$ cat src/hw/rtl/pcds_pkg.sv
package pcds_pkg;

  localparam int BANDS  = 16;
  localparam int BAND_W = $clog2(BANDS);

  // Signed width of (mean - z_minimum), and of that difference times BANDS.
  localparam int DW = 34;
  localparam int NW = DW + BAND_W + 1;

  // ceil(2^35 / 3): exact floor(x / 3) for every x below 2^35.
  localparam logic [33:0] RECIP3 = 34'd11453246123;
  localparam int RECIP_SHIFT = 35;

  localparam logic [1:0] CFG_Z_MINIMUM    = 2'd0;
  localparam logic [1:0] CFG_Z_SPAN       = 2'd1;
  localparam logic [1:0] CFG_FORCE_ENABLE = 2'd2;
  localparam logic [1:0] CFG_FORCED_COLOR = 2'd3;

  typedef struct packed {
    logic       vis;
    logic [7:0] color;
  } side_t;

endpackage

$ cat src/hw/rtl/pcds_front.sv
module pcds_front (
  input  logic        clk,
  input  logic        rst,
  input  logic        en,
  input  logic        accept,
  input  logic        mode,
  input  logic [31:0] camera_dot,
  input  logic [31:0] plane_distance,
  input  logic [31:0] vertex_z_a,
  input  logic [31:0] vertex_z_b,
  input  logic [31:0] vertex_z_c,
  input  logic [31:0] light_dot,
  input  logic [7:0]  palette_slot,
  input  logic [7:0]  palette_value,
  output logic        v1,
  output logic        vis1,
  output logic        sign1,
  output logic [32:0] mag1,
  output logic [7:0]  pal1
);

  logic [7:0]  palette [0:255];
  logic [32:0] above;
  logic [33:0] sum;
  logic [33:0] sum_abs;
  logic [7:0]  shade_index;

  always_comb begin
    above = {camera_dot[31], camera_dot} - {plane_distance[31], plane_distance};
    sum = {{2{vertex_z_a[31]}}, vertex_z_a} + {{2{vertex_z_b[31]}}, vertex_z_b}
        + {{2{vertex_z_c[31]}}, vertex_z_c};
    sum_abs = sum[33] ? (34'd0 - sum) : sum;
    if (light_dot[31]) begin
      shade_index = 8'd0;
    end else if (light_dot[30:14] != 17'd0) begin
      shade_index = 8'hFF;
    end else begin
      shade_index = light_dot[13:6];
    end
  end

  always_ff @(posedge clk) begin
    if (accept && mode) begin
      palette[palette_slot] <= palette_value;
    end
  end

  always_ff @(posedge clk) begin
    if (rst) begin
      v1 <= 1'b0;
    end else if (en) begin
      v1 <= accept && !mode;
    end
  end

  always_ff @(posedge clk) begin
    if (en) begin
      vis1  <= !above[32] && (above != 33'd0);
      sign1 <= sum[33];
      mag1  <= sum_abs[32:0];
      pal1  <= palette[shade_index];
    end
  end

endmodule

$ cat src/hw/rtl/pcds_mean.sv
module pcds_mean (
  input  logic                      clk,
  input  logic                      rst,
  input  logic                      en,
  input  logic                      v1,
  input  logic                      vis1,
  input  logic                      sign1,
  input  logic [32:0]               mag1,
  input  logic [7:0]                pal1,
  input  logic [31:0]               z_minimum,
  input  logic                      force_color_enable,
  input  logic [7:0]                forced_color,
  output logic                      v4,
  output pcds_pkg::side_t           side4,
  output logic [pcds_pkg::NW-1:0]   n4
);

  logic            v2, v3;
  pcds_pkg::side_t side2, side3;
  logic            sign2, sign3;
  logic [50:0]     plo;
  logic [49:0]     phi;
  logic [31:0]     q3;
  logic [66:0]     prod;
  logic [pcds_pkg::DW-1:0] mean;
  logic [pcds_pkg::DW-1:0] diff;

  always_comb begin
    prod = {phi, 17'd0} + {16'd0, plo};
    mean = sign3 ? (pcds_pkg::DW'(0) - {2'b00, q3}) : {2'b00, q3};
    diff = mean - {{(pcds_pkg::DW - 32){z_minimum[31]}}, z_minimum};
  end

  always_ff @(posedge clk) begin
    if (rst) begin
      v2 <= 1'b0;
      v3 <= 1'b0;
      v4 <= 1'b0;
    end else if (en) begin
      v2 <= v1;
      v3 <= v2;
      v4 <= v3;
    end
  end

  always_ff @(posedge clk) begin
    if (en) begin
      // The 33-bit magnitude is split so each partial product stays narrow.
      plo         <= mag1[16:0] * pcds_pkg::RECIP3;
      phi         <= mag1[32:17] * pcds_pkg::RECIP3;
      sign2       <= sign1;
      side2.vis   <= vis1;
      side2.color <= force_color_enable ? forced_color : pal1;
      q3          <= prod[pcds_pkg::RECIP_SHIFT +: 32];
      sign3       <= sign2;
      side3       <= side2;
      n4          <= {{(pcds_pkg::NW - pcds_pkg::DW){diff[pcds_pkg::DW-1]}}, diff}
                     * pcds_pkg::NW'(pcds_pkg::BANDS);
      side4       <= side3;
    end
  end

endmodule

$ cat src/hw/rtl/pcds_band.sv
module pcds_band (
  input  logic                    clk,
  input  logic                    rst,
  input  logic                    en,
  input  logic                    v4,
  input  pcds_pkg::side_t         side4,
  input  logic [pcds_pkg::NW-1:0] n4,
  input  logic [30:0]             z_span,
  output logic                    vo,
  output logic                    visible,
  output logic [3:0]              depth_band,
  output logic [7:0]              color
);

  localparam int BW = pcds_pkg::BAND_W;
  localparam int RW = pcds_pkg::NW - 1;

  logic            v    [0:BW];
  pcds_pkg::side_t side [0:BW];
  logic            zero [0:BW];
  logic [RW-1:0]   rem  [0:BW];
  logic [BW-1:0]   quo  [0:BW];
  logic [RW-1:0]   span_e;
  logic [RW-1:0]   limit;

  always_comb begin
    span_e = (z_span == 31'd0) ? RW'(1) : RW'(z_span);
    limit  = span_e * RW'(pcds_pkg::BANDS);
  end

  always_ff @(posedge clk) begin
    if (rst) begin
      for (int i = 0; i <= BW; i++) begin
        v[i] <= 1'b0;
      end
    end else if (en) begin
      v[0] <= v4;
      for (int i = 0; i < BW; i++) begin
        v[i+1] <= v[i];
      end
    end
  end

  always_ff @(posedge clk) begin
    if (en) begin
      // Negative numerators truncate to a band of zero or below; both clamp to 0.
      side[0] <= side4;
      zero[0] <= n4[pcds_pkg::NW-1] || !side4.vis;
      if (n4[RW-1:0] >= limit) begin
        quo[0] <= BW'(pcds_pkg::BANDS - 1);
        rem[0] <= RW'(0);
      end else begin
        quo[0] <= BW'(0);
        rem[0] <= n4[RW-1:0];
      end
      for (int i = 0; i < BW; i++) begin
        side[i+1] <= side[i];
        zero[i+1] <= zero[i];
        if (rem[i] >= (span_e << (BW - 1 - i))) begin
          rem[i+1] <= rem[i] - (span_e << (BW - 1 - i));
          quo[i+1] <= quo[i] | (BW'(1) << (BW - 1 - i));
        end else begin
          rem[i+1] <= rem[i];
          quo[i+1] <= quo[i];
        end
      end
    end
  end

  assign vo         = v[BW];
  assign visible    = side[BW].vis;
  assign depth_band = zero[BW] ? 4'd0 : 4'(quo[BW]);
  assign color      = side[BW].vis ? side[BW].color : 8'd0;

endmodule

$ cat src/hw/rtl/polygon_cull_depth_band_shade.sv
// An accepted polygon request runs through the front, mean and band stages to its
// result. Throughput: one request per cycle, palette writes included, while the output is not stalled.
// Reset (synchronous, active high) empties the pipeline and loads the configuration
// defaults; palette contents are left as they are and must be written before use.
module polygon_cull_depth_band_shade (
  input  logic        clk,
  input  logic        rst,
  input  logic        poly_valid,
  output logic        poly_stall,
  input  logic        mode,
  input  logic [31:0] camera_dot,
  input  logic [31:0] plane_distance,
  input  logic [31:0] vertex_z_a,
  input  logic [31:0] vertex_z_b,
  input  logic [31:0] vertex_z_c,
  input  logic [31:0] light_dot,
  input  logic [7:0]  palette_slot,
  input  logic [7:0]  palette_value,
  output logic        result_valid,
  input  logic        result_stall,
  output logic        visible,
  output logic [3:0]  depth_band,
  output logic [7:0]  color,
  input  logic        cfg_we,
  input  logic [1:0]  cfg_index,
  input  logic [31:0] cfg_data
);

  // The whole pipeline advances together; it only freezes while a finished
  // result sits at the output and the consumer stalls it.
  logic en;
  logic accept;

  logic [31:0] z_minimum;
  logic [30:0] z_span;
  logic        force_color_enable;
  logic [7:0]  forced_color;

  logic            v1, vis1, sign1;
  logic [32:0]     mag1;
  logic [7:0]      pal1;
  logic            v4;
  pcds_pkg::side_t side4;
  logic [pcds_pkg::NW-1:0] n4;

  assign en         = !(result_valid && result_stall);
  assign poly_stall = !en;
  assign accept     = poly_valid && en;

  always_ff @(posedge clk) begin
    if (rst) begin
      z_minimum          <= 32'd0;
      z_span             <= 31'd1;
      force_color_enable <= 1'b0;
      forced_color       <= 8'd240;
    end else if (cfg_we) begin
      case (cfg_index)
        pcds_pkg::CFG_Z_MINIMUM:    z_minimum          <= cfg_data;
        pcds_pkg::CFG_Z_SPAN:       z_span             <= cfg_data[30:0];
        pcds_pkg::CFG_FORCE_ENABLE: force_color_enable <= cfg_data[0];
        pcds_pkg::CFG_FORCED_COLOR: forced_color       <= cfg_data[7:0];
        default: ;
      endcase
    end
  end

  // Stage 1: visibility test, vertex sum magnitude, palette read.
  pcds_front u_front (
    .clk, .rst, .en, .accept, .mode, .camera_dot, .plane_distance,
    .vertex_z_a, .vertex_z_b, .vertex_z_c, .light_dot, .palette_slot,
    .palette_value, .v1, .vis1, .sign1, .mag1, .pal1
  );

  // Stages 2 to 4: divide by three through a reciprocal, offset and scale; forced color select.
  pcds_mean u_mean (
    .clk, .rst, .en, .v1, .vis1, .sign1, .mag1, .pal1, .z_minimum,
    .force_color_enable, .forced_color, .v4, .side4, .n4
  );

  // Saturation check, then one restoring quotient bit per stage.
  pcds_band u_band (
    .clk, .rst, .en, .v4, .side4, .n4, .z_span, .vo(result_valid),
    .visible, .depth_band, .color
  );

endmodule

$ cat config.mk
export PLATFORM = sky130hd
export DESIGN_NAME = polygon_cull_depth_band_shade
export DESIGN_NICKNAME = d
export VERILOG_FILES = /design/src/hw/rtl/pcds_pkg.sv /design/src/hw/rtl/pcds_front.sv /design/src/hw/rtl/pcds_mean.sv /design/src/hw/rtl/pcds_band.sv /design/src/hw/rtl/polygon_cull_depth_band_shade.sv
export SDC_FILE = /design/constraint.sdc
export NUM_CORES = 2
export LEC_CHECK = 0
export BUFFER_PORTS_ARGS = -buffer_cell sky130_fd_sc_hd__buf_2
export CAP_MARGIN = 20
export CORE_UTILIZATION = 55
export DETAILED_ROUTE_END_ITERATION = 8
export GPL_TIMING_DRIVEN = 1
export PLACE_DENSITY = 0.82
export SLEW_MARGIN = 10
export SYNTH_ARGS = -nofsm -noshare
export SYNTH_HDL_FRONTEND = slang
export SYNTH_SLANG_ARGS = --single-unit
$ cat constraint.sdc
create_clock -name clk -period 9.6 [get_ports clk]
set_input_delay 1.92 -clock clk [delete_from_list [all_inputs] [get_ports clk]]
set_output_delay 1.92 -clock clk [all_outputs]
set_load 0.02 [all_outputs]
==> qor.yml <==
outcome:
  status: "finished clean"
floorplanning:
  placementRows: 173
  start_util_pct: 55.5
  dieArea_um2: 227000
  io_pins: 263
  coreArea_um2: 223000
  die_w_um: 477
  die_h_um: 477
drt:
  antenna_left: 0
  routed_wirelength_mm: 316
  wl_per_cell_um: 23.4
  drtIter0Drc: 11200
  vias: 85800
  viasPerCell: 6.36
  post-route-drc-count: 0
  firstDrtPassIters: 8
synthesis:
  ys_warn_count: 0
  synth_area_um2: 124000
  async_reset_ff_share_pct: 0
  avgSynthCellArea_um2: 12.1
  ys.flop_type: "edfxtp_1"
  synth_edf_count: 2481
  ys_ff_latch: 2557
  syn_inst: 10300
  ys_types: 98
  synth-seq-area-share_pct: 61.3
global_routing:
  gr-usage-met1_pct: 36.2
  grt_pass1_wl_mm: 482
  antenna_found_initial: 27
  grt_pass1_vias: 83900
  grt_use_met2_pct: 42.7
  grt_util_all_layers_pct: 27.1
  grt_util_met3_pct: 6.22
  grt_max_degree: 190
  grt.overflow.total: 0
  busiest_layer: "met2"
sta:
  finalHoldViolCount: 0
  post-route-period-util_pct: 75.2
  tns_ns: 0
  slew_viol_final: 0
  min_period_ns: 7.22
  fmax_mhz: 139
  grt_setup_unrepaired: "false"
  worst-slew-pin-transition_ns: 1.21
  slew_headroom_pct: 19.0
  setup_viol: 0
  clock-skew-final_ns: 0.0763
clock_network:
  clockBufferDepth: 3
  holdBufCountCts: 0
  cts_made_buffers: 238
  cts_tree: "yes"
  clkLatencyLatePin_ns: 0.92
  cts-root-buf: "clkbuf_16"
  cts_sinks: 2557
  cts.repair.resized: 0
  post_cts.repair.setup_buffers: 0
  h-tree-depth: 4
  clk_pin_slew_ns: 0.06
critical_path:
  crit_type: "reg -> reg"
  crit_required_ns: 10.21
  worst-path-max-fanout: 6
  worstSetupStartpointType: "register"
  cp.arrival_ns: 7.83
  worst_setup_path_end_kind: "register"
place:
  dpl.hpwl_mm: 200
  routabilityCongestion: 0.941
  io_buffers: 256
job:
  max-cap-violations: 0
final_layout:
  area_growth_pct: 9.58
  nNetsFinal: 11300
  drive_above_1_share_pct: 7.88
worst_hold_path:
  hp-class: "reg -> reg"
-- through the flow --
step / setup WS (ns) / hold slack, ns / util [%] / instances / area [µm²]
after floorplan: 0.726 / 0.400 / - / 10300 / 124000
after global routing: 2.12 / 0.424 / 60.8 / 13500 / 136000
final: 2.38 / 0.415 / 60.9 / 13500 / 136000
after CTS: 2.44 / 0.415 / 60.8 / 13500 / 136000
after global placement: 2.57 / 0.401 / 57.3 / 13000 / 128000
after detailed placement: 2.47 / 0.405 / 57.3 / 13000 / 128000
-- cell type report --
cell class | instances | area [µm²]
antenna | 16 | 40.0
inverter | 445 | 1670
timing repair buffer | 351 | 2320
clock buffer | 295 | 6330
sequential | 2557 | 76000
tap | 2975 | 3720
multi-input combinational | 6698 | 44200
clock inverter | 150 | 1480
fill | 16000 | 87300
-- sequential cells by signal, indices dropped and copies added (netlist names), 5 cells and up --
signal / cells
u_front.palette: 2048
u_band.rem: 142
u_mean.phi: 50
u_band.side: 45
u_mean.n4: 34
u_mean.plo: 34
u_front.mag1: 33
u_mean.q3: 32
z_minimum: 32
z_span: 31
u_band.quo: 14
u_mean.side2: 9
u_mean.side3: 9
u_mean.side4: 9
forced_color: 8
u_front.pal1: 8
u_band.v: 5
u_band.zero: 5
-- worst max-delay path: stages (launching register included) --
cell	delay, ns
edfxtp_1	0.43
ha_1	0.42
fa_1	0.58
inv_1	0.12
fa_1	0.69
fa_1	0.49
fa_1	0.48
fa_1	0.51
inv_1	0.04
ha_1	0.34
a21o_1	0.21
a21o_1	0.18
a221oi_1	0.43
o21bai_1	0.17
o21a_1	0.26
a221o_1	0.44
a211o_1	0.28
a21oi_1	0.37
a2bb2oi_1	0.19
a311o_1	0.35
-- routing by layer --
metal / part of all wire, % / wire length (µm) / vias up
met2: 46 / 146000 / 5352
met1: 38 / 120000 / 41500
met5: 0.032 / 100 / -
met3: 11 / 36100 / 876
li1: - / - / 38100
met4: 4.3 / 13700 / 18
-- cells in the mapped netlist, types with 109 or more instances --
master	count	area, µm²
a21oi_1	363	1820
a21o_1	127	953
o21ai_0	379	1900
edfxtp_1	2481	74500
ha_1	533	6670
clkbuf_1	456	1710
fa_1	212	4240
xor2_1	110	963
o211ai_1	218	1640
inv_1	441	1660
o311ai_0	109	955
or3_1	270	1690
nand2_1	1330	4990
a31oi_1	145	907
xnor2_1	204	1790
nor2_1	715	2680
nand3_1	504	2520
nand4_1	126	788
nor3_1	466	2330
-- cells by family after synthesis --
group	Yosys count	share of synthesized area, %
AO/OA/AOI/OAI	1799	9.66
XOR/XNOR	314	2.22
adder cells (fa/ha/maj)	747	8.82
buffers and inverters	1014	3.15
flip-flops	2557	61.3
multiplexers	76	0.813
other	1	0.00303
AND/OR/NAND/NOR	3759	14.0
-- placed cells by master, fill, tap and decap left out, types with 56 or more instances in the layout --
| master | n |
|---|---|
| inv_1 | 441 |
| and3_1 | 62 |
| o211ai_1 | 218 |
| nand2_1 | 1316 |
| xor2_1 | 110 |
| fa_1 | 212 |
| clkinv_1 | 56 |
| buf_4 | 75 |
| a21oi_1 | 359 |
| xnor2_1 | 204 |
| o311ai_0 | 109 |
| o31ai_1 | 67 |
| and2_1 | 64 |
| nand3_1 | 504 |
| a21o_1 | 127 |
| a31oi_1 | 145 |
| dfxtp_1 | 76 |
| ha_1 | 533 |
| or3_1 | 269 |
| edfxtp_1 | 2481 |
| clkbuf_16 | 242 |
| nor3_1 | 465 |
| o21ai_0 | 379 |
| nand4_1 | 126 |
| buf_2 | 248 |
| nor2_1 | 709 |
-- path summary, 6_finish.rpt --
| check | end | depth (start not counted) | slack [ns] | start |
|---|---|---|---|---|
| min reg2reg | u_band.side[0][15] | 0 | 0.41 | u_band.side[0][6] |
| min | u_band.side[0][15] | 0 | 0.41 | u_band.side[0][6] |
| max | u_mean.phi[48] | 19 | 2.38 | u_front.mag1[18] |
| max reg2reg | u_mean.phi[48] | 19 | 2.38 | u_front.mag1[18] |
Power is left out: the tool's default activity adds up to more than one toggle a clock period on the data nets, which glitch-free logic cannot reach.
